## src/rtl/core/pde_pkg.sv

```systemverilog
// Types, constants and helper functions of the polynomial derivative evaluator
`default_nettype none

package pde_pkg;

    // Field widths
    localparam int PT_W     = 32;   // abscissa, Q16.16
    localparam int ORD_W    = 3;    // derivative order
    localparam int COEF_W   = 32;   // coefficient, Q16.16
    localparam int TC_W     = 3;    // term count
    localparam int VAL_W    = 48;   // result, Q32.16

    // Coefficient storage: seven registers, slot seven reads as zero
    localparam int NUM_COEF   = 7;
    localparam int COEF_SLOTS = 8;

    // Datapath widths
    localparam int FF_W     = 10;                    // falling factorial, max 720
    localparam int D_W      = COEF_W + FF_W + 1;     // scaled coefficient
    localparam int SPLIT    = 24;                    // acc split point for partial products
    localparam int LO_PP_W  = SPLIT + 1 + PT_W;      // low partial product
    localparam int HI_PP_W  = VAL_W - SPLIT + PT_W;  // high partial product
    localparam int PROD_W   = 80;                    // full product plus rounding
    localparam int SUM_W    = VAL_W + 1;             // accumulate sum before clipping

    // Pipeline stages in one Horner step
    localparam int STEP_STAGES = 4;

    // Configuration port
    localparam int CFG_AW = 5;
    localparam int CFG_DW = 32;
    localparam int IDX_W  = 3;

    // Register indexes
    localparam logic [IDX_W-1:0] REG_COEFF_0    = 3'd0;
    localparam logic [IDX_W-1:0] REG_TERM_COUNT = 3'd7;

    // Output limits
    localparam logic signed [VAL_W-1:0] VAL_MAX = {1'b0, {(VAL_W-1){1'b1}}};
    localparam logic signed [VAL_W-1:0] VAL_MIN = {1'b1, {(VAL_W-1){1'b0}}};

    typedef struct packed {
        logic signed [PT_W-1:0] point;
        logic [ORD_W-1:0]       derivative_order;
    } pde_in_t;

    typedef struct packed {
        logic signed [VAL_W-1:0] value;
        logic                    saturated;
    } pde_out_t;

    // Configuration seen by the Horner steps
    typedef struct packed {
        logic [COEF_SLOTS-1:0][COEF_W-1:0] coef;
        logic [TC_W-1:0]                   term_count;
    } pde_cfg_t;

    // Item state travelling from one Horner step to the next
    typedef struct packed {
        logic signed [PT_W-1:0]  x;
        logic [ORD_W-1:0]        n;
        logic signed [VAL_W-1:0] acc;
        logic                    sat;
    } pde_lane_t;

    // (j+n)!/j!, only meaningful for j+n below NUM_COEF
    function automatic logic [FF_W-1:0] pde_ffact(input int unsigned j, input int unsigned n);
        int unsigned f;
        f = 1;
        for (int unsigned k = 1; k <= NUM_COEF; k++)
        begin
            if (k <= n)
            begin
                f = f * (j + k);
            end
        end
        return FF_W'(f);
    endfunction

endpackage

`default_nettype wire

```

## src/rtl/core/pde_cfg_regs.sv

```systemverilog
// APB configuration registers: seven coefficients and the term count
`default_nettype none

module pde_cfg_regs
    import pde_pkg::*;
(
    input  wire logic              clk,
    input  wire logic              rst_n,
    input  wire logic              psel,
    input  wire logic              penable,
    input  wire logic              pwrite,
    input  wire logic [CFG_AW-1:0] paddr,
    input  wire logic [CFG_DW-1:0] pwdata,
    output logic      [CFG_DW-1:0] prdata,
    output logic                   pready,
    output pde_cfg_t               cfg
);

    logic [COEF_W-1:0] coef_reg [NUM_COEF];
    logic [TC_W-1:0]   term_count_reg;
    logic [IDX_W-1:0]  idx;
    logic              wr_en;

    assign idx    = paddr[CFG_AW-1:2];
    assign wr_en  = psel && penable && pwrite;
    assign pready = 1'b1;

    // register writes
    always_ff @(posedge clk or negedge rst_n)
    begin
        if (!rst_n)
        begin
            for (int i = 0; i < NUM_COEF; i++)
            begin
                coef_reg[i] <= '0;
            end
            term_count_reg <= '0;
        end
        else if (wr_en)
        begin
            if (idx == REG_TERM_COUNT)
            begin
                term_count_reg <= pwdata[TC_W-1:0];
            end
            else
            begin
                coef_reg[idx] <= pwdata;
            end
        end
    end

    // readback
    always_comb
    begin
        priority if (idx == REG_TERM_COUNT)
        begin
            prdata = CFG_DW'(term_count_reg);
        end
        else
        begin
            prdata = coef_reg[idx];
        end
    end

    // coefficient view, spare slot reads zero
    always_comb
    begin
        for (int i = 0; i < NUM_COEF; i++)
        begin
            cfg.coef[i] = coef_reg[i];
        end
        cfg.coef[COEF_SLOTS-1] = '0;
        cfg.term_count         = term_count_reg;
    end

endmodule

`default_nettype wire

```

## config.mk

```make
export PLATFORM = sky130hd
export DESIGN_NAME = pde_cfg_regs
export DESIGN_NICKNAME = d
export VERILOG_FILES = /design/src/rtl/core/pde_pkg.sv /design/src/rtl/core/pde_cfg_regs.sv
export SDC_FILE = /design/constraint.sdc
export NUM_CORES = 1
export LEC_CHECK = 0
export BUFFER_PORTS_ARGS = -buffer_cell sky130_fd_sc_hd__buf_2
export CAP_MARGIN = 0
export CORE_UTILIZATION = 40
export CTS_CLUSTER_DIAMETER = 40
export DETAILED_ROUTE_END_ITERATION = 10
export HOLD_SLACK_MARGIN = 0.03
export PLACE_DENSITY = 0.68
export SLEW_MARGIN = 20
export SYNTH_ARGS = -nofsm -noshare
export SYNTH_HDL_FRONTEND = slang
export SYNTH_SLANG_ARGS = --single-unit
```

## constraint.sdc

```tcl
create_clock -name clk -period 2.1 [get_ports clk]
set_clock_uncertainty 0.2 [all_clocks]
set_input_delay 0.42 -clock clk [delete_from_list [all_inputs] [get_ports clk]]
set_output_delay 0.42 -clock clk [all_outputs]
set_load 0.02 [all_outputs]
```

# After elaboration in Yosys (flattened, before gate mapping)
# Cells that the tools add are included.
# totals
out_inout_bits	292
register_bits	227
# classes
magnitude_cmp	2
n_reduce_logical	5
bitwise	2
n_eq_ne	1
muxes	7
# ops
operator	count
bitwise mux 224 bit	1
two-way mux 32 bit	4
binary-select mux 32 bit (select 3 bit)	1
demux 32 bit (select 3 bit)	1
greater-or-equal comparator 4 bit, second input constant	1
< comparator 4 x 1 -> 1 bit, second input constant	1
inverter 3 -> 4 bit	1
AND reduction 2 bit	2
== test 3 bit, second input constant	1
logical AND 1 bit	3
inverter 1 bit	1

# Longest topological paths before layout
# Gate-level depths: netlist (run 1).
# logic_depth
ltp_word	6
depth_mapped	6

# Worst setup path before layout (run 1)
# OpenSTA, ideal clock, no wires.
# synth_path
kind	input to output
startpoint	input paddr[2]
endpoint	output prdata[7]
path_slack_ns	-0.220
path_buffers	3
arrival_time_ns	1.700
required_time_ns	1.480
cell_stages	6
path_cell_list	buf_2 -> nor2b_1 -> clkbuf_1 -> buf_2 -> a22oi_1 -> o21ai_0
# synth_via
elab_chain_len	5
# synth_rtl
element	line_no	source
start: declaration	pde_cfg_regs.sv:12	input wire logic [CFG_AW-1:0] paddr,
inverter 3 -> 4 bit (not written as such)	pde_cfg_regs.sv:61	prdata = coef_reg[idx];
binary-select mux 32 bit (select 3 bit)	pde_cfg_regs.sv:61	
two-way mux 32 bit (not written as such) (2 in series)	pde_cfg_regs.sv:61	
two-way mux 32 bit *	pde_cfg_regs.sv:55	priority if (idx == REG_TERM_COUNT)
end: declaration	pde_cfg_regs.sv:14	output logic [CFG_DW-1:0] prdata,
# Every way passes the cells marked *; elsewhere a longest branch is shown, timed or not. The select of a mux whose other input is x is not followed.

# Worst setup path after layout (run 1)
# layout_path
startpoint	register coef_reg, in the netlist cfg[136]
endpoint	output prdata[5]
# layout_via
elab_chain_len	4
# layout_rtl
element	line_no	source
start: declaration	pde_cfg_regs.sv:19	logic [COEF_W-1:0] coef_reg [NUM_COEF];
start signal: indexed assignment	pde_cfg_regs.sv:47	coef_reg[idx] <= pwdata;
binary-select mux 32 bit (select 3 bit)	pde_cfg_regs.sv:61	
two-way mux 32 bit (not written as such) (2 in series)	pde_cfg_regs.sv:61	
two-way mux 32 bit	pde_cfg_regs.sv:55	
# Every way passes these cells. The select of a mux whose other input is x is not followed.

==> results_dict.tcl, run 1 <==
set metrics [dict create \
    crit_type "reg -> out" \
    report.final.slew_viol_count 0 \
    syn_area_um2 10600 \
    synthTopCellsByArea "dfrtp_1 54%, mux2_2 24%, mux4_2 4.5%, mux2_4 4.3%, buf_4 2.3%" \
    pwr_density_cell_nw_per_um2 1100 \
    max_cap_viol_count 0 \
    setup_viol 32 \
    die_w_um 165 \
    ys_warn_count 0 \
    nets 1247 \
    cts_max_path_buffers 3 \
    wl_um 34600 \
    portBuffers 298 \
    clk_pin_slew_worst_paths_ns 0.05 \
    wire_per_inst_um 22.1 \
    fin_util 0.605 \
    clock_latency_ns 0.51 \
    drc 0 \
    crit-reg2reg-launch "cfg[25]" \
    violations "negative setup slack" \
    track_usage 0.251 \
    yosysSeqAreaShare 0.536 \
    combinationalPowerShare 0.294 \
    dp_hpwl_um 22900 \
    clock_sinks 227 \
    switchingPower_uw 5650 \
    final_common_cell "buf_2" \
    vias_per_cell 5.29 \
    clock.fmax_ghz 0.429 \
    htree_num_levels 2 \
    instances_no_fill 1570 \
    grt_max_degree 62 \
    grt_overflow_total 0 \
    vias 8303 \
    intPower_uw 11700 \
    rsz0062_at_grt "yes" \
    synthToLayoutAreaGrowth_pct 48.6 \
    drt_iter0_markers 508 \
    initial_core_util 0.408 \
    swShare 0.326 \
    min_period_ns 2.33 \
    cts_root_buf "clkbuf_16" \
    drive_above_1_share 0.690 \
    vdd_drop_max_v 0.000815 \
    synthCells 735 \
    firstDrtPassIters 4 \
    gp_congestion 0.810 \
    setup_ws_ns -0.228 \
    die_h_um 165 \
    worstHoldPathCells 2 \
    dpl.cell_count 1387 \
    yosysTopAreaCell "dfrtp_1" \
    synth-seq-cells 227 \
    final_cell_mix "262 x buf_2, 227 x dfrtp_1, 218 x mux2_2, 140 x buf_4, 40 x clkbuf_16" \
    grt_pass1_wl_um 50500 \
    ff2ff_path_depth 3 \
    cts_made_buffers 38 \
    rows 59 \
    synth_top_area_frac 0.536 \
    status "complete, but fails checks" \
    path_max_fanout 3 \
    finalCritPeriodShare 1.11 \
    pwr-share-seq 0.341 \
    drtAntennaViolNets 0 \
    min_path_type "in -> reg" \
    holdCritStartpoint "pwdata[0]" \
    cp-end-kind "primary output" \
    rrSetupSlack_ns 0.88 \
    worst_ep_arrival_time_ns 1.71 \
    core_area_um2 26000 \
    grt_pass1_vias 8421 \
    start_kind "flop" \
    clockPowerShare 0.365 \
    cp.required_ns 1.48 \
    avgSynthCellArea_um2 14.4 \
    largest_register_ffs 224 \
    p_leak_uw 0.00789 \
    max-slew-margin-rel 0.527 \
    antenna_found_initial 1 \
    tns_ns -4.92 \
    finalHoldViolations 0 \
    cts_tree "built" \
    dieArea_um2 27100 \
    pin_count 334 \
    synth.distinct_cells 35 \
    tightest_slew_ns 0.709 \
    crit_start "cfg[136]" \
]
## per-stage QoR
stage	setup WS, ns	total power (uW)	hold WS [ns]	instance area [um^2]
CTS	-0.240	17200	0.0323	15400
global route	-0.270	18100	0.0438	15700
global placement	-0.333	10200	0.194	13100
detailed placement	-0.308	10300	0.198	13100
finish	-0.228	17300	0.0593	15700
floorplan	-0.0407	8590	-0.0756	10800
## kinds of logic (layout without fill, tap and decap cells)
kind of cell,after synthesis,count (layout),share of synthesized area
simple gates,52,52,0.0233
other cells,2,34,0.000709
compound gates,82,82,0.0538
flops,227,227,0.536
mux,287,287,0.337
buf+inv,85,553,0.0487
## worst max-delay path, cell delays in order (launching register included)
cell	delay, ns
dfrtp_1	0.39
mux2_4	0.29
a221oi_4	0.25
o22ai_2	0.10
buf_6	0.15
## area by class of cell
type	instances	area (um^2)
well taps	335	419
diodes	1	2.50
multi-input cells	454	4820
fillers	1998	10300
repair buffers	482	3490
flip-flops and latches	227	5680
inverters	2	11.3
clock inverters	23	277
clock buffers	46	1030
## power by group through the flow
stage	combinational (uW)	clock, uW	sequential, uW
floorplan	1670	0	6920
global placement	4270	0	5960
detailed placement	4340	0	5990
CTS	4880	6450	5890
global route	5400	6650	6010
finish	5090	6320	5910
## what timing repair did
item / in CTS / in global routing
pin swaps: 30 / 28
setup buffers: 56 / 27
endpoints found under the hold margin: 212 / 0
setup endpoints to repair: 32 / 32
resized for setup: 69 / 43
hold buffers: 28 / 0
cloned: 2 / 1
## cells in the mapped netlist
master	count
a31oi_1	1
dfrtp_1	227
conb_1	2
clkbuf_1	9
nand4_1	2
mux2_1	2
nor2_2	1
buf_6	4
nor2b_1	7
buf_2	34
a22oi_1	28
nor2_1	10
mux2_4	30
nor3b_1	1
mux4_2	21
inv_1	2
buf_4	33
mux2_2	225
o211ai_1	1
nand3_1	2
mux2i_1	9
a32oi_1	2
and3_1	1
nand2_1	22
o21a_1	1
a21oi_1	3
o22a_1	4
o22ai_1	6
o221ai_1	3
a221oi_1	11
buf_1	3
or2_1	2
o21ai_0	22
nand4b_1	1
nand2b_1	3
## final timing paths
path | endpoint
worst min register to register | cfg[157]
max in group asynchronous | cfg[4]
worst min-delay path | cfg[3]
worst max register to register | cfg[25]
min in group asynchronous | cfg[113]
worst max-delay path | prdata[5]
## per-layer routing
layer,routed length (um),GRT usage,vias to the layer above
li1,-,-,3623
met1,14000,0.311,4279
met2,17300,0.424,325
met3,2200,0.0580,76
met4,1120,0.0938,0
met5,0,0,-
Note: power is estimated with default switching activity, not from simulation.
==> run 2: changes to the inputs <==
--- a/config.mk
+++ b/config.mk
@@ -5,13 +5,14 @@
 export SDC_FILE = /design/constraint.sdc
 export NUM_CORES = 1
 export LEC_CHECK = 0
+export ABC_AREA = 1
 export BUFFER_PORTS_ARGS = -buffer_cell sky130_fd_sc_hd__buf_2
 export CAP_MARGIN = 0
 export CORE_UTILIZATION = 40
 export CTS_CLUSTER_DIAMETER = 40
 export DETAILED_ROUTE_END_ITERATION = 10
 export HOLD_SLACK_MARGIN = 0.03
-export PLACE_DENSITY = 0.68
+export PLACE_DENSITY = 0.67
 export SLEW_MARGIN = 20
 export SYNTH_ARGS = -nofsm -noshare
 export SYNTH_HDL_FRONTEND = slang
==> run 2 against run 1 <==
  * Clock-buffer cell count rose by 1
  * The flow still finishes with violations (negative setup slack)
  * Non-clock buffer count fell by 30
  * Synthesized cell count rose by 120%
  * Critical path depth rose by 3
  * Combinational power fell by 2%
  * Worst hold slack improved by 0.13 ns
  * Sequential cell count did not move
  * Power rose by 2.0%
  * Highest routed layer unchanged
  * Final area rose by 3.7%
  * Global-route usage rose by 2.6 points
  * Setup slack improved by 0.22 ns
==> results_dict.tcl, run 2 <==
set metrics [dict create \
    grt_pass1_vias 11700 \
    clk_pin_slew_worst_paths_ns 0.05 \
    cp.required_ns 1.48 \
    crit_end "prdata[0]" \
    core_area_um2 28700 \
    synth_top_area_frac 0.487 \
    crit_start "cfg[35]" \
    rows 62 \
    synthCells 1611 \
    p_leak_uw 0.00900 \
    status "complete, but fails checks" \
    gp_congestion 0.888 \
    synth.most_common_cell "nand2_1" \
    path_max_fanout 2 \
    ys_warn_count 0 \
    yosysSeqAreaShare 0.487 \
    rsz0062_at_grt "yes" \
    initial_core_util 0.407 \
    dp_slack_ns -0.0619 \
    portBuffers 298 \
    nets 2036 \
    synth.distinct_cells 21 \
    cts_max_path_buffers 3 \
    final_common_cell "nand2_1" \
    synth_top_family_by_area "simple AND/OR/NAND/NOR gates" \
    cts_tree "built" \
    netlist_top_cells_count "862 x nand2_1, 227 x dfrtp_1, 176 x o21ai_0" \
    whs_ns 0.187 \
    synth_top_flop_cell "dfrtp_1" \
    avgSynthCellArea_um2 7.25 \
    min_path_type "in -> async" \
    cp-end-kind "primary output" \
    worst_ep_arrival_time_ns 1.49 \
    crit_top_cell "nand2_1" \
    finalPower_uw 17700 \
    min_period_ns 2.11 \
    final_cell_mix "842 x nand2_1, 268 x buf_2, 227 x dfrtp_1, 149 x o21ai_0, 99 x o21ai_1" \
    antennaDiodeCount 0 \
    grt_pass1_wl_um 65500 \
    clock_sinks 227 \
    largest_register_ffs 224 \
    synthToLayoutAreaGrowth_pct 39.8 \
    wire_per_inst_um 17.5 \
    yosysTopAreaCell "dfrtp_1" \
    drtAntennaViolNets 0 \
    start_kind "flop" \
    crit-reg2reg-launch "cfg[147]" \
    r2r_end "cfg[147]" \
    crit_slowest_cell "dfrtp_1" \
    dp_hpwl_um 27600 \
    vdd_drop_max_v 0.000739 \
    synth_adder_area_share 0 \
    max_cap_viol_count 0 \
    grt_overflow_total 0 \
    synth_xor_area_frac 0 \
    drive_above_1_share 0.278 \
    vias_per_cell 5.12 \
    setup_ws_ns -0.0100 \
    die_w_um 173 \
    setup_viol 3 \
    finalHoldViolations 0 \
    cts_root_buf "clkbuf_16" \
    synthTopCellsByArea "dfrtp_1 49%, nand2_1 28%, o21ai_0 7.5%, o21ai_1 3.4%, buf_4 3.4%" \
    vias 12300 \
    critPathMaxStageDelay_ns 0.38 \
    crit_chain "inv_1, nand2_1, nand3_1, nand2_1, nor2_2, nand2_1, buf_6" \
    cts_made_buffers 41 \
    dieArea_um2 29900 \
    synth_compound_area_frac 0.110 \
    fin_util 0.569 \
    track_usage 0.277 \
    violations "negative setup slack" \
    finalCritPeriodShare 1.00 \
    report.final.slew_viol_count 0 \
    pwr_density_cell_nw_per_um2 1080 \
    drc 0 \
    drt_iter0_markers 1091 \
    htree_num_levels 2 \
    wl_um 42300 \
    clock_latency_ns 0.53 \
    crit_type "reg -> out" \
    rrSetupSlack_ns 1.10 \
    grt_max_degree 94 \
    synth-edff-count 0 \
    yosys.area_share.simple 0.314 \
    pin_count 334 \
    antenna_found_initial 0 \
    syn_area_um2 11700 \
    ff2ff_path_depth 3 \
    die_h_um 173 \
    firstDrtPassIters 7 \
    async_reset_ff_frac 1.00 \
    synth-seq-cells 227 \
    synthMuxAreaShare 0 \
    clock.fmax_ghz 0.474 \
]
## run 2: cell count changes after synthesis, moves of 38 or more
| cell | before | now |
|---|---|---|
| nand3_1 | 2 | 40 |
| o21ai_0 | 22 | 176 |
| nand2_1 | 22 | 862 |
| o21ai_1 | 0 | 80 |
| mux2_2 | 225 | 0 |
| inv_1 | 2 | 50 |
## run 2: layer usage
metal,GRT usage,vias to the layer above,wire length (um)
met4,0.0911,0,1190
met1,0.358,5872,17300
met5,0,-,0
met3,0.0629,95,3620
met2,0.458,595,20100
li1,-,5771,-
## run 2: area by class of cell
class / count / area (um^2)
clock buffers: 47 / 1120
clock inverters: 29 / 303
fillers: 2615 / 12400
inverters: 53 / 206
multi-input cells: 1219 / 5170
flip-flops and latches: 227 / 5680
well taps: 384 / 480
repair buffers: 452 / 3350
## run 2: where the power goes
part / total, uW / switching, uW / internal (uW)
Clock: 6810 / 2510 / 4300
Combinational: 4980 / 3190 / 1790
Sequential: 5880 / 638 / 5240
Total: 17700 / 6340 / 11300
## run 2: through the flow
step	instance area, um^2	setup TNS [ns]	std cells
after CTS	15900	-0.115	2380
after detailed placement	13900	-0.211	2250
after global routing	16300	-1.03	2411
final	16300	-0.0232	2411
after floorplan	11800	0	1642
after global placement	13900	-0.185	2250
## run 2: critical path, delay by kind of cell (launching register included)
kind          cells  cell delay, ns
simple gates      5            0.37
flops             1            0.38
buf+inv           2            0.20
## run 2: cell families after synthesis
kind of cell	Yosys count
compound gates	256
buf+inv	196
flops	227
other cells	2
simple gates	930
## run 2: how the worst min path moves through the flow
stage                     start  endpoint  slack, ns  depth (start not counted)
after floorplan           rst_n  cfg[100]      -0.08                          0
after global placement    rst_n  cfg[115]       0.15                          1
after detailed placement  rst_n   cfg[18]       0.15                          1
after CTS                 rst_n  cfg[119]       0.19                          2
after global routing      rst_n  cfg[146]       0.22                          2
final                     rst_n  cfg[113]       0.19                          2
## run 2: timing repair
| item | in CTS | in global routing |
|---|---|---|
| hold buffers | 33 | 0 |
| pin swaps | 11 | 30 |
| gates resized for setup | 35 | 95 |
| buffers inserted | 21 | 29 |
| gates cloned | 0 | 2 |
| setup endpoints to repair | 19 | 32 |
| hold endpoints to repair | 426 | 0 |
